--- src/rtl/core/assert_macros.svh ---
// ----------------------------------------------------------------------------
// Assertion macros
// Clocked assertion helpers shared by the RTL; define ASSERT_OFF to drop them.
// ----------------------------------------------------------------------------
`ifndef ASSERT_MACROS_SVH
`define ASSERT_MACROS_SVH
`ifndef ASSERT_OFF
// Implication or plain property, checked on every rising edge out of reset
`define ASSERT_CLK(lbl, clk, rst, prop, msg) \
  lbl: assert property (@(posedge clk) disable iff (rst) (prop)) else $error(msg);
// Condition that must never be seen on a rising edge out of reset
`define ASSERT_NEVER(lbl, clk, rst, cond, msg) \
  lbl: assert property (@(posedge clk) disable iff (rst) !(cond)) else $error(msg);
`else
`define ASSERT_CLK(lbl, clk, rst, prop, msg)
`define ASSERT_NEVER(lbl, clk, rst, cond, msg)
`endif
`endif

--- src/rtl/core/odr_pkg.sv ---
// ----------------------------------------------------------------------------
// Dead reckoning package
// Widths, request and motion codes, CORDIC table and saturation helper.
// ----------------------------------------------------------------------------
package odr_pkg;

  localparam int POS_W   = 32;          // Q16.16 position
  localparam int ANG_W   = 16;          // turn fraction
  localparam int GUARD   = 8;           // CORDIC guard bits
  localparam int STEPS   = 24;          // CORDIC iterations
  localparam int STEP_W  = 5;
  localparam int CW      = 44;          // CORDIC x/y datapath
  localparam int ZW      = 34;          // CORDIC angle accumulator
  localparam int SUM_W   = POS_W + 5;   // widened sum before clamp
  localparam int DIG_W   = 4;           // multiplier digit
  localparam int DIGITS  = 8;           // digits in the gain constant
  localparam int CNT_W   = 3;
  localparam logic [31:0] KINV = 32'd2608131496;

  typedef logic [1:0] req_t;
  localparam req_t REQ_ODO  = 2'd0;
  localparam req_t REQ_GYRO = 2'd1;
  localparam req_t REQ_TICK = 2'd2;
  localparam req_t REQ_POSE = 2'd3;

  typedef logic [1:0] motion_t;
  localparam motion_t MOTION_STILL = 2'd0;
  localparam motion_t MOTION_FWD   = 2'd1;
  localparam motion_t MOTION_REV   = 2'd2;

  localparam logic [ANG_W-1:0] HALF_TURN = {1'b1, {(ANG_W-1){1'b0}}};

  typedef struct packed {
    logic start;
    logic rotate;
  } cor_ctrl_t;

  // arctangent of 2^-i in units of 2^-32 turn
  function automatic logic [ZW-1:0] atan_turn(input logic [STEP_W-1:0] i);
    logic [31:0] v;
    unique case (i)
      5'd0:  v = 32'd536870912;
      5'd1:  v = 32'd316933408;
      5'd2:  v = 32'd167458907;
      5'd3:  v = 32'd85004756;
      5'd4:  v = 32'd42667331;
      5'd5:  v = 32'd21354465;
      5'd6:  v = 32'd10679838;
      5'd7:  v = 32'd5340245;
      5'd8:  v = 32'd2670163;
      5'd9:  v = 32'd1335087;
      5'd10: v = 32'd667544;
      5'd11: v = 32'd333772;
      5'd12: v = 32'd166886;
      5'd13: v = 32'd83443;
      5'd14: v = 32'd41722;
      5'd15: v = 32'd20861;
      5'd16: v = 32'd10430;
      5'd17: v = 32'd5215;
      5'd18: v = 32'd2608;
      5'd19: v = 32'd1304;
      5'd20: v = 32'd652;
      5'd21: v = 32'd326;
      5'd22: v = 32'd163;
      5'd23: v = 32'd81;
      default: v = 32'd0;
    endcase
    return {{(ZW-32){1'b0}}, v};
  endfunction

  // clamp a widened sum to the signed position range
  function automatic logic [POS_W-1:0] sat_pos(input logic signed [SUM_W-1:0] v);
    logic signed [SUM_W-1:0] hi;
    logic signed [SUM_W-1:0] lo;
    hi = {{(SUM_W-POS_W+1){1'b0}}, {(POS_W-1){1'b1}}};
    lo = {{(SUM_W-POS_W+1){1'b1}}, {(POS_W-1){1'b0}}};
    if (v > hi) return hi[POS_W-1:0];
    if (v < lo) return lo[POS_W-1:0];
    return v[POS_W-1:0];
  endfunction

endpackage

--- src/rtl/core/odometry_imu_dead_reckoning_unit.sv ---
// ----------------------------------------------------------------------------
// Odometry and IMU dead reckoning unit
// Fuses wheel odometry and gyro yaw into a 2-D pose estimate.
// ----------------------------------------------------------------------------
// Usage: one item enters on the s_axis channel; s_axis_tuser carries the
// request kind (odometry, gyro, tick, pose reset) and s_axis_tdata the fields.
// Every item yields exactly one pose transaction on m_axis (x, y, heading).
// Odometry, gyro, pose reset and ticks with no new odometry go from accept
// straight to the publish state. A tick with new odometry runs the travel
// path: 24 vectoring steps and 24 rotation steps of one shared CORDIC, plus
// two digit-serial gain multiplies, and that path sets the throughput.
// One item is in work at a time: s_axis_tready is high
// only while the sequencer idles. A finished result sits in the output
// register, so the next item is taken while m_axis waits; a second result
// holds in the publish state until the receiver takes the first.
// The cfg channel writes the odometry-only default; it is always ready and
// also reloads the heading mode. Reset clears the estimator state, sets
// default and heading mode to odometry-only and empties the output register.
// ----------------------------------------------------------------------------
`include "assert_macros.svh"

module odometry_imu_dead_reckoning_unit (
  input  logic         clk,
  input  logic         rst,
  input  logic         s_axis_tvalid,
  output logic         s_axis_tready,
  // odo_x, odo_y, odo_yaw, forward_speed, turn_rate, imu_yaw, set_x, set_y, set_heading
  input  logic [207:0] s_axis_tdata,
  // req_type
  input  logic [1:0]   s_axis_tuser,
  output logic         m_axis_tvalid,
  input  logic         m_axis_tready,
  // pose_x, pose_y, pose_heading
  output logic [79:0]  m_axis_tdata,
  input  logic         cfg_valid,
  output logic         cfg_ready,
  input  logic         cfg_data
);
  import odr_pkg::*;

  typedef enum logic [5:0] {
    ST_IDLE = 6'b000001,
    ST_VEC  = 6'b000010,
    ST_MUL1 = 6'b000100,
    ST_MUL2 = 6'b001000,
    ST_ROT  = 6'b010000,
    ST_PUB  = 6'b100000
  } state_t;

  state_t state;
  state_t state_next;

  // input fields
  logic signed [POS_W-1:0] odo_x, odo_y, set_x, set_y;
  logic [ANG_W-1:0]        odo_yaw, imu_yaw, set_heading;
  logic [15:0]             forward_speed, turn_rate;
  req_t                    req_type;

  // estimator state
  logic                    odo_only_default, odo_only_mode;
  logic signed [POS_W-1:0] prev_odo_x, prev_odo_y, sum_dx, sum_dy, est_x, est_y;
  logic [ANG_W-1:0]        prev_odo_heading, prev_gyro_yaw, gyro_offset, est_heading;
  logic [ANG_W-1:0]        travel_ang;
  logic                    seen_first_odo, odo_pending, gyro_pending;
  motion_t                 motion_status;

  logic                    accept;
  logic                    travel_go;
  logic [ANG_W-1:0]        hd_next, off_next, ang_next, expect_yaw;
  motion_t                 motion_next;
  logic [POS_W-1:0]        sdx_next, sdy_next;

  cor_ctrl_t               cor_ctrl;
  logic signed [CW-1:0]    cor_x0, cor_y0, cor_x, cor_y;
  logic signed [ZW-1:0]    cor_z0;
  logic                    cor_done;
  logic                    mul_start, mul_done;
  logic [CW-1:0]           mul_a, mul_p;

  logic [POS_W:0]          abs_dx, abs_dy;
  logic [31:0]             rot_a;
  logic                    rot_flip;
  logic [POS_W-1:0]        est_x_next, est_y_next;

  assign odo_x         = s_axis_tdata[31:0];
  assign odo_y         = s_axis_tdata[63:32];
  assign odo_yaw       = s_axis_tdata[79:64];
  assign forward_speed = s_axis_tdata[95:80];
  assign turn_rate     = s_axis_tdata[111:96];
  assign imu_yaw       = s_axis_tdata[127:112];
  assign set_x         = s_axis_tdata[159:128];
  assign set_y         = s_axis_tdata[191:160];
  assign set_heading   = s_axis_tdata[207:192];
  assign req_type      = s_axis_tuser;

  assign s_axis_tready = (state == ST_IDLE);
  assign cfg_ready     = 1'b1;
  assign accept        = s_axis_tvalid && s_axis_tready;
  assign travel_go     = accept && req_type == REQ_TICK && odo_pending;

  // accumulate odometry deltas with clamping
  always_comb begin
    logic signed [SUM_W-1:0] dx, dy;
    dx = SUM_W'(odo_x) - SUM_W'(prev_odo_x) + SUM_W'(sum_dx);
    dy = SUM_W'(odo_y) - SUM_W'(prev_odo_y) + SUM_W'(sum_dy);
    sdx_next = sat_pos(dx);
    sdy_next = sat_pos(dy);
  end

  // classify motion from speed sign and turn rate
  always_comb begin
    if (forward_speed != '0 && !forward_speed[15]) begin
      motion_next = MOTION_FWD;
    end else if (forward_speed != '0) begin
      motion_next = MOTION_REV;
    end else if (turn_rate == '0) begin
      motion_next = MOTION_STILL;
    end else begin
      motion_next = MOTION_REV;
    end
  end

  // tick heading: follow gyro while moving, re-derive offset at standstill, use odometry yaw in odometry-only mode
  always_comb begin
    hd_next    = est_heading;
    off_next   = gyro_offset;
    expect_yaw = prev_gyro_yaw + gyro_offset;
    if (gyro_pending) begin
      if (motion_status != MOTION_STILL) begin
        hd_next = expect_yaw;
      end else begin
        off_next = gyro_offset - (expect_yaw - est_heading);
      end
    end
    if (odo_pending && odo_only_mode) begin
      hd_next = prev_odo_heading;
    end
    ang_next = (motion_status != MOTION_FWD) ? hd_next + HALF_TURN : hd_next;
  end

  // CORDIC operands: magnitudes for vectoring, folded angle for rotation
  always_comb begin
    abs_dx   = sum_dx[POS_W-1] ? -{sum_dx[POS_W-1], sum_dx} : {sum_dx[POS_W-1], sum_dx};
    abs_dy   = sum_dy[POS_W-1] ? -{sum_dy[POS_W-1], sum_dy} : {sum_dy[POS_W-1], sum_dy};
    rot_a    = {travel_ang, {(32-ANG_W){1'b0}}};
    rot_flip = rot_a[31] ^ rot_a[30];
    if (rot_flip) begin
      rot_a[31] = ~rot_a[31];
    end
    cor_ctrl.start  = travel_go || (state == ST_MUL2 && mul_done);
    cor_ctrl.rotate = (state == ST_MUL2);
    if (state == ST_MUL2) begin
      cor_x0 = rot_flip ? -$signed(mul_p) : $signed(mul_p);
      cor_y0 = '0;
      cor_z0 = {{(ZW-32){rot_a[31]}}, rot_a};
    end else begin
      cor_x0 = {{(CW-POS_W-1-GUARD){1'b0}}, abs_dx, {GUARD{1'b0}}};
      cor_y0 = {{(CW-POS_W-1-GUARD){1'b0}}, abs_dy, {GUARD{1'b0}}};
      cor_z0 = '0;
    end
    mul_start = (state == ST_VEC && cor_done) || (state == ST_MUL1 && mul_done);
    mul_a     = (state == ST_VEC) ? cor_x : mul_p;
  end

  // add the rotated step to the pose, dropping guard bits by floor
  always_comb begin
    logic signed [SUM_W-1:0] sx, sy;
    sx = SUM_W'($signed(cor_x[CW-1:GUARD])) + SUM_W'(est_x);
    sy = SUM_W'($signed(cor_y[CW-1:GUARD])) + SUM_W'(est_y);
    est_x_next = sat_pos(sx);
    est_y_next = sat_pos(sy);
  end

  // sequencer
  always_comb begin
    state_next = state;
    unique case (state)
      ST_IDLE: if (accept) state_next = travel_go ? ST_VEC : ST_PUB;
      ST_VEC:  if (cor_done) state_next = ST_MUL1;
      ST_MUL1: if (mul_done) state_next = ST_MUL2;
      ST_MUL2: if (mul_done) state_next = ST_ROT;
      ST_ROT:  if (cor_done) state_next = ST_PUB;
      ST_PUB:  if (!m_axis_tvalid || m_axis_tready) state_next = ST_IDLE;
      default: state_next = ST_IDLE;
    endcase
  end

  always_ff @(posedge clk) begin
    if (rst) begin
      state <= ST_IDLE;
    end else begin
      state <= state_next;
    end
  end

  // estimator state update
  always_ff @(posedge clk) begin
    if (rst) begin
      odo_only_default <= 1'b1;
      odo_only_mode    <= 1'b1;
      prev_odo_x       <= '0;
      prev_odo_y       <= '0;
      prev_odo_heading <= '0;
      prev_gyro_yaw    <= '0;
      gyro_offset      <= '0;
      est_heading      <= '0;
      est_x            <= '0;
      est_y            <= '0;
      sum_dx           <= '0;
      sum_dy           <= '0;
      motion_status    <= MOTION_STILL;
      seen_first_odo   <= 1'b0;
      odo_pending      <= 1'b0;
      gyro_pending     <= 1'b0;
    end else begin
      if (cfg_valid && cfg_ready) begin
        odo_only_default <= cfg_data;
        odo_only_mode    <= cfg_data;
      end
      if (accept) begin
        unique case (req_type)
          REQ_ODO: begin
            if (seen_first_odo) begin
              sum_dx <= sdx_next;
              sum_dy <= sdy_next;
            end
            seen_first_odo   <= 1'b1;
            prev_odo_x       <= odo_x;
            prev_odo_y       <= odo_y;
            prev_odo_heading <= odo_yaw;
            motion_status    <= motion_next;
            odo_pending      <= 1'b1;
          end
          REQ_GYRO: begin
            odo_only_mode <= 1'b0;
            prev_gyro_yaw <= imu_yaw;
            gyro_pending  <= 1'b1;
          end
          REQ_TICK: begin
            est_heading  <= hd_next;
            gyro_offset  <= off_next;
            gyro_pending <= 1'b0;
            if (odo_pending) begin
              odo_pending <= 1'b0;
              sum_dx      <= '0;
              sum_dy      <= '0;
            end
          end
          REQ_POSE: begin
            est_x       <= set_x;
            est_y       <= set_y;
            est_heading <= set_heading;
          end
          default: ;
        endcase
      end
      if (state == ST_ROT && cor_done) begin
        est_x <= est_x_next;
        est_y <= est_y_next;
      end
    end
  end

  // hold the travel angle for the rotation pass
  always_ff @(posedge clk) begin
    if (travel_go) begin
      travel_ang <= ang_next;
    end
  end

  // output register
  always_ff @(posedge clk) begin
    if (rst) begin
      m_axis_tvalid <= 1'b0;
    end else if (state == ST_PUB && (!m_axis_tvalid || m_axis_tready)) begin
      m_axis_tvalid <= 1'b1;
    end else if (m_axis_tready) begin
      m_axis_tvalid <= 1'b0;
    end
  end

  always_ff @(posedge clk) begin
    if (state == ST_PUB && (!m_axis_tvalid || m_axis_tready)) begin
      m_axis_tdata <= {est_heading, est_y, est_x};
    end
  end

  odr_cordic u_cordic (
    .clk  (clk),
    .rst  (rst),
    .ctrl (cor_ctrl),
    .x0   (cor_x0),
    .y0   (cor_y0),
    .z0   (cor_z0),
    .done (cor_done),
    .x    (cor_x),
    .y    (cor_y)
  );

  odr_sermul u_sermul (
    .clk   (clk),
    .rst   (rst),
    .start (mul_start),
    .a_in  (mul_a),
    .done  (mul_done),
    .p     (mul_p)
  );

  `ASSERT_CLK(a_cor_done_state, clk, rst, cor_done |-> (state == ST_VEC || state == ST_ROT), "CORDIC finished outside a CORDIC pass")
  `ASSERT_CLK(a_mul_done_state, clk, rst, mul_done |-> (state == ST_MUL1 || state == ST_MUL2), "multiplier finished outside a gain pass")
  `ASSERT_CLK(a_sums_cleared, clk, rst, travel_go |=> (sum_dx == '0 && sum_dy == '0), "travel started without clearing the sums")
  `ASSERT_CLK(a_cfg_default_loaded, clk, rst, (cfg_valid && cfg_ready) |=> (odo_only_default == $past(cfg_data)), "config write dropped")

endmodule

--- src/rtl/core/odr_cordic.sv ---
// ----------------------------------------------------------------------------
// Iterative CORDIC
// One micro-rotation per cycle, shared between vectoring and rotation.
// ----------------------------------------------------------------------------
module odr_cordic (
  input  logic                         clk,
  input  logic                         rst,
  input  odr_pkg::cor_ctrl_t           ctrl,
  input  logic signed [odr_pkg::CW-1:0] x0,
  input  logic signed [odr_pkg::CW-1:0] y0,
  input  logic signed [odr_pkg::ZW-1:0] z0,
  output logic                         done,
  output logic signed [odr_pkg::CW-1:0] x,
  output logic signed [odr_pkg::CW-1:0] y
);
  import odr_pkg::*;

  logic signed [ZW-1:0] z;
  logic [STEP_W-1:0]    step;
  logic                 busy;
  logic                 rotate;
  logic                 ccw;
  logic signed [CW-1:0] xs;
  logic signed [CW-1:0] ys;
  logic signed [ZW-1:0] at;

  // pick direction: rotation follows the residual angle, vectoring drives y to zero
  always_comb begin
    xs  = x >>> step;
    ys  = y >>> step;
    at  = atan_turn(step);
    ccw = rotate ? !z[ZW-1] : (y <= 0);
  end

  always_ff @(posedge clk) begin
    if (rst) begin
      busy <= 1'b0;
      done <= 1'b0;
    end else begin
      done <= 1'b0;
      if (ctrl.start) begin
        busy <= 1'b1;
      end else if (busy && step == STEP_W'(STEPS - 1)) begin
        busy <= 1'b0;
        done <= 1'b1;
      end
    end
  end

  // load operands, then advance one step per cycle
  always_ff @(posedge clk) begin
    if (ctrl.start) begin
      x      <= x0;
      y      <= y0;
      z      <= z0;
      rotate <= ctrl.rotate;
      step   <= '0;
    end else if (busy) begin
      x    <= ccw ? x - ys : x + ys;
      y    <= ccw ? y + xs : y - xs;
      z    <= ccw ? z - at : z + at;
      step <= step + 1'b1;
    end
  end

endmodule

--- src/rtl/core/odr_sermul.sv ---
// ----------------------------------------------------------------------------
// Digit-serial gain multiplier
// Computes floor(a * KINV / 2^32), four bits of the constant per cycle.
// ----------------------------------------------------------------------------
module odr_sermul (
  input  logic                   clk,
  input  logic                   rst,
  input  logic                   start,
  input  logic [odr_pkg::CW-1:0] a_in,
  output logic                   done,
  output logic [odr_pkg::CW-1:0] p
);
  import odr_pkg::*;

  logic [CW-1:0]       a;
  logic [CW+DIG_W-1:0] acc;
  logic [CW+DIG_W-1:0] acc_sum;
  logic [31:0]         kdig;
  logic [CNT_W-1:0]    cnt;
  logic                busy;

  // add one partial product; the shift right keeps the running floor
  assign acc_sum = acc + (CW + DIG_W)'(a) * (CW + DIG_W)'(kdig[DIG_W-1:0]);
  assign p       = acc[CW-1:0];

  always_ff @(posedge clk) begin
    if (rst) begin
      busy <= 1'b0;
      done <= 1'b0;
    end else begin
      done <= 1'b0;
      if (start) begin
        busy <= 1'b1;
      end else if (busy && cnt == CNT_W'(DIGITS - 1)) begin
        busy <= 1'b0;
        done <= 1'b1;
      end
    end
  end

  always_ff @(posedge clk) begin
    if (start) begin
      a    <= a_in;
      acc  <= '0;
      kdig <= KINV;
      cnt  <= '0;
    end else if (busy) begin
      acc  <= acc_sum >> DIG_W;
      kdig <= kdig >> DIG_W;
      cnt  <= cnt + 1'b1;
    end
  end

endmodule
--- config.mk ---
export PLATFORM = sky130hd
export DESIGN_NAME = odometry_imu_dead_reckoning_unit
export DESIGN_NICKNAME = d
export VERILOG_FILES = /design/src/rtl/core/odr_pkg.sv /design/src/rtl/core/odometry_imu_dead_reckoning_unit.sv /design/src/rtl/core/odr_cordic.sv /design/src/rtl/core/odr_sermul.sv
export VERILOG_INCLUDE_DIRS = /design/src /design/src/rtl/core
export SDC_FILE = /design/constraint.sdc
export NUM_CORES = 2
export LEC_CHECK = 0
export ABC_AREA = 1
export ABC_CLOCK_PERIOD_IN_PS = 15500
export BUFFER_PORTS_ARGS = -buffer_cell sky130_fd_sc_hd__buf_2
export CELL_PAD_IN_SITES_DETAIL_PLACEMENT = 0
export CELL_PAD_IN_SITES_GLOBAL_PLACEMENT = 1
export CORE_MARGIN = 2
export CORE_UTILIZATION = 49
export DETAILED_ROUTE_END_ITERATION = 7
export PLACE_DENSITY_LB_ADDON = 0.1
export SLEW_MARGIN = 20
export SYNTH_ARGS = -nofsm -noshare
export SYNTH_HDL_FRONTEND = slang
export SYNTH_SLANG_ARGS = --single-unit
--- constraint.sdc ---
create_clock -name clk -period 15.5 [get_ports clk]
set_input_delay 3.1 -clock clk [delete_from_list [all_inputs] [get_ports clk]]
set_output_delay 3.1 -clock clk [all_outputs]
set_load 0.005 [all_outputs]
## Word-level counts from Yosys, hierarchy flattened

Memories as Yosys holds them, arrays and structs flattened. A register that Yosys moved wholly into a read port is not among the register bits.
Index checks and enable logic that the tools add are counted.

| operators by class | value |
|---|---|
| $add $sub $neg | 22 |
| multiply operators | 1 |
| order comparisons | 9 |
| equal/unequal tests | 20 |
| shift operators | 2 |
| mux-type cells | 88 |
| bitwise operators | 3 |
| reductions and logical operators | 42 |

Operators with widths:

| kind | number |
|---|---|
| 32-bit two-way mux | 25 |
| 44-bit two-way mux | 9 |
| 34-bit two-way mux | 4 |
| 32-bit one-hot mux with 2 select lines | 2 |
| 44-bit adder | 2 |
| 44-bit by 5-bit >>> shifter with 44-bit output | 2 |
| 44-bit subtractor | 2 |
| 36-bit by 32-bit adder with 37-bit output | 2 |
| 37-bit by 32-bit greater-than comparator with 1-bit output (second input constant) | 2 |
| 37-bit by 32-bit less-than comparator with 1-bit output (second input constant) | 2 |
| 33-bit by 32-bit adder with 34-bit output | 2 |
| 34-bit by 32-bit greater-than comparator with 1-bit output (second input constant) | 2 |
| 34-bit by 32-bit less-than comparator with 1-bit output (second input constant) | 2 |
| 33-bit two-way mux | 2 |
| 33-bit negator | 2 |
| 32-bit by 32-bit subtractor with 33-bit output | 2 |
| 16-bit two-way mux | 4 |
| 44-bit by 48-bit adder with 48-bit output | 1 |
| 44-bit by 4-bit multiplier with 48-bit output | 1 |
| 44-bit by 1-bit less-or-equal comparator with 1-bit output (second input constant) | 1 |
| 44-bit negator | 1 |
| 6-bit two-way mux | 7 |
| 41-bit two-way mux | 1 |
| 6-bit one-hot mux with 6 select lines | 1 |
| 37 further kinds | 106 |

| storage, ports and cells | value |
|---|---|
| flip-flop bits (word level) | 617 |
| ROM bits | 960 |
| bits of input ports | 216 |
| output and inout port bits | 83 |
| logic and storage cells | 220 |
| memories kept | 1 |

Memory list:

| name | words | bits a word | read ports | clocked after Yosys merged registers in | write ports | RTL line | RTL |
|---|---|---|---|---|---|---|---|
| (no name shown) | 32 | 30 | 1 | 1 | 0 | odr_pkg.sv:41 | `unique case (i)` |

## Logic depth before layout (Yosys ltp)

| depth | value |
|---|---|
| word-level depth | 9 |
| depth in mapped cells | 37 |
| gate-level depth less buffers | 34 |

## By module

A second synthesis with hierarchy kept.

| second synthesis, totals | value |
|---|---|
| cells, all modules | 9,989 |
| area, all modules | 64,724.6 sq um |

Modules (own cells, without submodules):

| module | instances | cells each | area each (sq um) | seq. area each (sq um) |
|---|---|---|---|---|
| odometry_imu_dead_reckoning_unit | 1 | 4,573 | 30,750.7 | 8,267.9 |
| odr_cordic | 1 | 3,706 | 22,066.2 | 4,434.3 |
| odr_sermul | 1 | 1,710 | 11,907.7 | 2,722.6 |

## Least setup slack after synthesis

OpenSTA, ideal clock, no wires.

| timing path | value |
|---|---|
| path type | input-to-reg |
| start point | input port s_axis_tuser[0] |
| end point | register u_cordic.x[0] (netlist bit) (enable) |
| setup time | 1,081 ps |
| arrival time | 6,287 ps |
| required time | 14,419 ps |
| setup slack | 8,132 ps |
| stages on the path | 10 |
| path buffers | 2 |
| cells stage by stage | inv_1 > ha_1 > inv_1 > nor2_2 > nand2_2 > nand2_2 > inv_2 > buf_2 > buf_1 > nand2_1 |

| between the ends | value |
|---|---|
| longest elaborated chain between the ends | 5 |

RTL lines:

| element | RTL line | RTL |
|---|---|---|
| from (decl) | odometry_imu_dead_reckoning_unit.sv:30 | `input logic [1:0] s_axis_tuser,` |
| 2-bit == test | odometry_imu_dead_reckoning_unit.sv:99 | `assign travel_go = accept && req_type == REQ_TICK && odo_pending;` |
| 1-bit logical AND (2 in a row) | odometry_imu_dead_reckoning_unit.sv:99 |  |
| 1-bit logical OR | odometry_imu_dead_reckoning_unit.sv:150 | `cor_ctrl.start = travel_go \|\| (state == ST_MUL2 && mul_done);` |
| 2-bit nonzero test (no source line) | -- |  |
| to (signal assigned) | odr_cordic.sv:59 | `x <= ccw ? x - ys : x + ys;` |
| to (decl) | odr_cordic.sv:13 | `output logic signed [odr_pkg::CW-1:0] x,` |

Every way passes these cells.
A chain may end at the register's enable or synchronous reset.

## Worst setup path in the final report

| timing path | value |
|---|---|
| start point | register u_cordic.step[1] |
| end point | register u_cordic.x[41] (netlist bit) (data pin) |

| between the ends | value |
|---|---|
| longest elaborated chain between the ends | 5 |
| elaborated cells on any way between the ends | 6 |
| classes of those cells | 2 x add/sub; 1 x shift; 3 x mux |

RTL lines:

| element | RTL line | RTL |
|---|---|---|
| from (decl) | odr_cordic.sv:19 | `logic [STEP_W-1:0] step;` |
| from (signal assigned) | odr_cordic.sv:62 | `step <= step + 1'b1;` |
| 44-bit by 5-bit >>> shifter with 44-bit output (*) | odr_cordic.sv:30 | `ys = y >>> step;` |
| 44-bit adder / 44-bit subtractor (equally long branches) | odr_cordic.sv:59 |  |
| 44-bit two-way mux (*) | odr_cordic.sv:59 |  |
| 44-bit two-way mux (*) | odr_cordic.sv:58 | `end else if (busy) begin` |
| 44-bit two-way mux (*) | odr_cordic.sv:52 | `if (ctrl.start) begin` |

Every way passes the cells marked *; elsewhere a longest branch is shown, timed or not. The select of a mux whose other input is x is not followed.

==> flow_metrics.env <==
export IMPL_path_common_cell="nand2_1"
export IMPL_cp_slowest_stage_delay_ps=740
export IMPL_critPathKind="flip-flop to flip-flop"
export IMPL_ys_flop_type="dfxtp_1"
export IMPL_p_total_mw=11.3
export IMPL_r2r_cells=29
export IMPL_cts_hold_buffers=0
export IMPL_cts_resized_gates=0
export IMPL_vias=64406
export IMPL_pin_count=299
export IMPL_via_per_inst=5.65
export IMPL_netlist_area_sq_um=62600
export IMPL_cp_start_kind="flip-flop"
export IMPL_grt_start_max_net_pins=123
export IMPL_drc=0
export IMPL_numCtsBuffers=78
export IMPL_clock_sinks=639
export IMPL_start_util=0.492
export IMPL_status="finished, final reports clean"
export IMPL_post_drt_wl_per_cell_microns=19.8
export IMPL_synth_edf_count=263
export IMPL_grt_pass1_vias=60145
export IMPL_rows=131
export IMPL_use_met2=0.513
export IMPL_routed_wl_microns=226000
export IMPL_cts_path_max_buffers=3
export IMPL_drive_above_1_share=0.0654
export IMPL_syn_nets=10363
export IMPL_reg2reg_slack_ps=8880
export IMPL_track_usage=0.337
export IMPL_ant_nets=0
export IMPL_clk_pin_slew_ps=60
export IMPL_yosys_register_bits=639
export IMPL_dp_slack_ps=8280
export IMPL_fin_crit_ps=6620
export IMPL_power_leakage_nw=32.2
export IMPL_peakVddDrop_uv=103
export IMPL_root_buffer="clkbuf_16"
export IMPL_cp_arrival_ps=7040
export IMPL_cp_max_fo=90
export IMPL_die_h_microns=361
export IMPL_hold_class="flip-flop to flip-flop"
export IMPL_max_slew_margin=0.227
export IMPL_routabilityCongestion=1.06
export IMPL_worstSetupEndpoint="u_cordic.x[41]"
export IMPL_grt_util_met3=0.0640
export IMPL_crit_required_ps=15930
export IMPL_yosysWarnings=0
export IMPL_syn_mean_instance_area_sq_um=6.54
export IMPL_use_met1=0.486
export IMPL_tightest_slew_ps=1160
export IMPL_crit_path_top_delay_cell="buf_4"
export IMPL_htreeDepth=3
export IMPL_dr_first_iter_drc_count=6664
export IMPL_nNetsFinal=10463
export IMPL_grt_ovfl_total=0
export IMPL_ys_types=66
export IMPL_timing_rr_start="u_cordic.step[1]"
export IMPL_cts_tree="built"
export IMPL_hpwl_microns=180000
export IMPL_timing_final_ws_setup_ps=8880
export IMPL_endpoint_kind="flip-flop"
export IMPL_slew_viol_final=0
export IMPL_layout_commonest_cell="nand2_1"
export IMPL_tns_ps=0
export IMPL_grt_pass1_wl_microns=346000
export IMPL_coreArea_sq_um=127000
export IMPL_finalCritPeriodShare=0.427
export IMPL_finish_utilization=0.534
export IMPL_busiest_layer="met2"
export IMPL_critPathLaunch="u_cordic.step[1]"
export IMPL_final_cell_mix="2496 x nand2_1, 1239 x inv_1, 849 x nor2_1"
export IMPL_synthToLayoutAreaGrowth_pct=8.50
export IMPL_dr_pass1_iters=7
export IMPL_cap_violations=0
export IMPL_synthArstFlopShare=0
export IMPL_die_x_microns=361
export IMPL_clock_latency_ps=710
export IMPL_power_density_nw_per_um2=166
export IMPL_die_area_sq_um=131000
export IMPL_fmaxAchievable_ghz=0.151
export IMPL_setup_viol=0
export IMPL_hold_viol_final=0
export IMPL_clock_skew_ps=42.8
export IMPL_ys_seq_area_frac=0.246
export IMPL_port_buffer_count=297
export IMPL_synthCells=9572
export IMPL_rr_endpoint="u_cordic.x[41]"
export IMPL_antenna_found_initial=2
export IMPL_rsz0062_at_grt="no"
export IMPL_postCtsSetupBuffers=0
[how the worst min path moves through the flow]
stage	from	to	slack, ps	cells after the start
2_1_floorplan	est_heading[0]	m_axis_tdata[64]	410	0
3_3_place_gp	est_heading[0]	m_axis_tdata[64]	420	0
3_5_place_dp	u_sermul.kdig[28]	u_sermul.kdig[28]	440	2
4_1_cts	u_sermul.kdig[28]	u_sermul.kdig[28]	450	2
5_1_grt	est_heading[0]	m_axis_tdata[64]	470	0
6_report	u_sermul.kdig[28]	u_sermul.kdig[28]	450	2
[per-stage QoR]
| stage | area (sq um) | hold WS (ps) | std cells |
|---|---|---|---|
| 2_1_floorplan | 62600 | 408 | 9572 |
| 3_3_place_gp | 65300 | 421 | 11254 |
| 3_5_place_dp | 65300 | 442 | 11254 |
| 4_1_cts | 67900 | 454 | 11400 |
| 5_1_grt | 67900 | 467 | 11400 |
| 6_report | 67900 | 450 | 11401 |
[cell type report]
| class | instances | area [sq um] |
|---|---|---|
| Antenna cell | 1 | 2.50 |
| Fill cell | 12935 | 59300 |
| Clock inverter | 36 | 420 |
| Inverter | 1262 | 4740 |
| Sequential cell | 639 | 15400 |
| Tap cell | 1662 | 2080 |
| Clock buffer | 110 | 2200 |
| Multi-Input combinational cell | 7344 | 41200 |
| Timing Repair Buffer | 347 | 1870 |
[state kept, by name, indices dropped and copies added (netlist names), 21 cells and up]
name           cells
prev_odo_y        32
sum_dy            32
m_axis_tdata      80
u_cordic.z        34
u_cordic.y        44
u_sermul.acc      44
prev_odo_x        32
u_cordic.x        44
u_cordic.at       30
est_y             32
sum_dx            32
est_x             32
u_sermul.a        44
u_sermul.kdig     21
[cell families after synthesis]
kind of cell             synth area share
flip-flops                          0.246
other                           0.0000599
AND/OR/NAND/NOR                     0.299
adder cells (fa/ha/maj)             0.140
XOR/XNOR                           0.0469
buffers and inverters              0.0979
AO/OA/AOI/OAI                       0.169
multiplexers                     0.000320
[power by group]
part	leakage [nW]	switching, mW	internal, mW
clock	1.27	0.829	1.07
sequential	5.56	0.186	2.07
combinational	25.4	4.89	2.24
[cell usage after synthesis, types with 5 or more instances]
| master | n | area share |
|---|---|---|
| o21bai_1 | 42 | 0.0050 |
| inv_2 | 14 | 0.00084 |
| nand2_1 | 2501 | 0.15 |
| buf_6 | 8 | 0.0014 |
| and3_1 | 6 | 0.00060 |
| nand3b_1 | 18 | 0.0022 |
| nor2_2 | 21 | 0.0021 |
| a21o_1 | 47 | 0.0056 |
| nand4_1 | 79 | 0.0079 |
| nor3_1 | 127 | 0.010 |
| a22o_1 | 6 | 0.00084 |
| xnor2_1 | 117 | 0.016 |
| dfxtp_1 | 376 | 0.12 |
| clkinv_1 | 6 | 0.00036 |
| edfxtp_1 | 263 | 0.13 |
| ha_1 | 364 | 0.073 |
| o21ai_2 | 15 | 0.0021 |
| buf_1 | 58 | 0.0035 |
| o21ai_0 | 720 | 0.058 |
| nand3_1 | 748 | 0.060 |
| a31oi_1 | 49 | 0.0049 |
| clkbuf_1 | 185 | 0.011 |
| a21boi_0 | 13 | 0.0016 |
| a21oi_1 | 825 | 0.066 |
| o31ai_1 | 14 | 0.0017 |
| a31o_2 | 6 | 0.00084 |
| fa_1 | 211 | 0.067 |
| or2_2 | 45 | 0.0045 |
| inv_1 | 1242 | 0.074 |
| nand2_2 | 32 | 0.0032 |
| o22ai_1 | 23 | 0.0023 |
| xor2_1 | 218 | 0.031 |
| o211ai_1 | 62 | 0.0074 |
| o21a_1 | 33 | 0.0040 |
| o21ai_1 | 36 | 0.0029 |
| buf_2 | 73 | 0.0058 |
| a211oi_1 | 7 | 0.00084 |
| nor2_1 | 852 | 0.051 |
| o221ai_1 | 5 | 0.00070 |
| nor2_4 | 6 | 0.0011 |
| nor4_1 | 48 | 0.0048 |
[metal layers]
| metal | vias to the layer above | share of wire |
|---|---|---|
| met2 | 2426 | 0.43 |
| met3 | 311 | 0.088 |
| li1 | 31595 | - |
| met5 | - | 0.00012 |
| met1 | 30070 | 0.46 |
| met4 | 4 | 0.028 |
[worst max-delay path, delay by kind of cell (launching register included)]
family                     cells  cell delay [ps]
and+or+nand+nor               16             2050
xor gates and xnor gates       1              130
DFF                            1              300
buffers and inverters          4             1270
AOI/OAI and AO/OA              6             1840
adders and majority gates      2              710
Power figures use the tool's default switching activity.
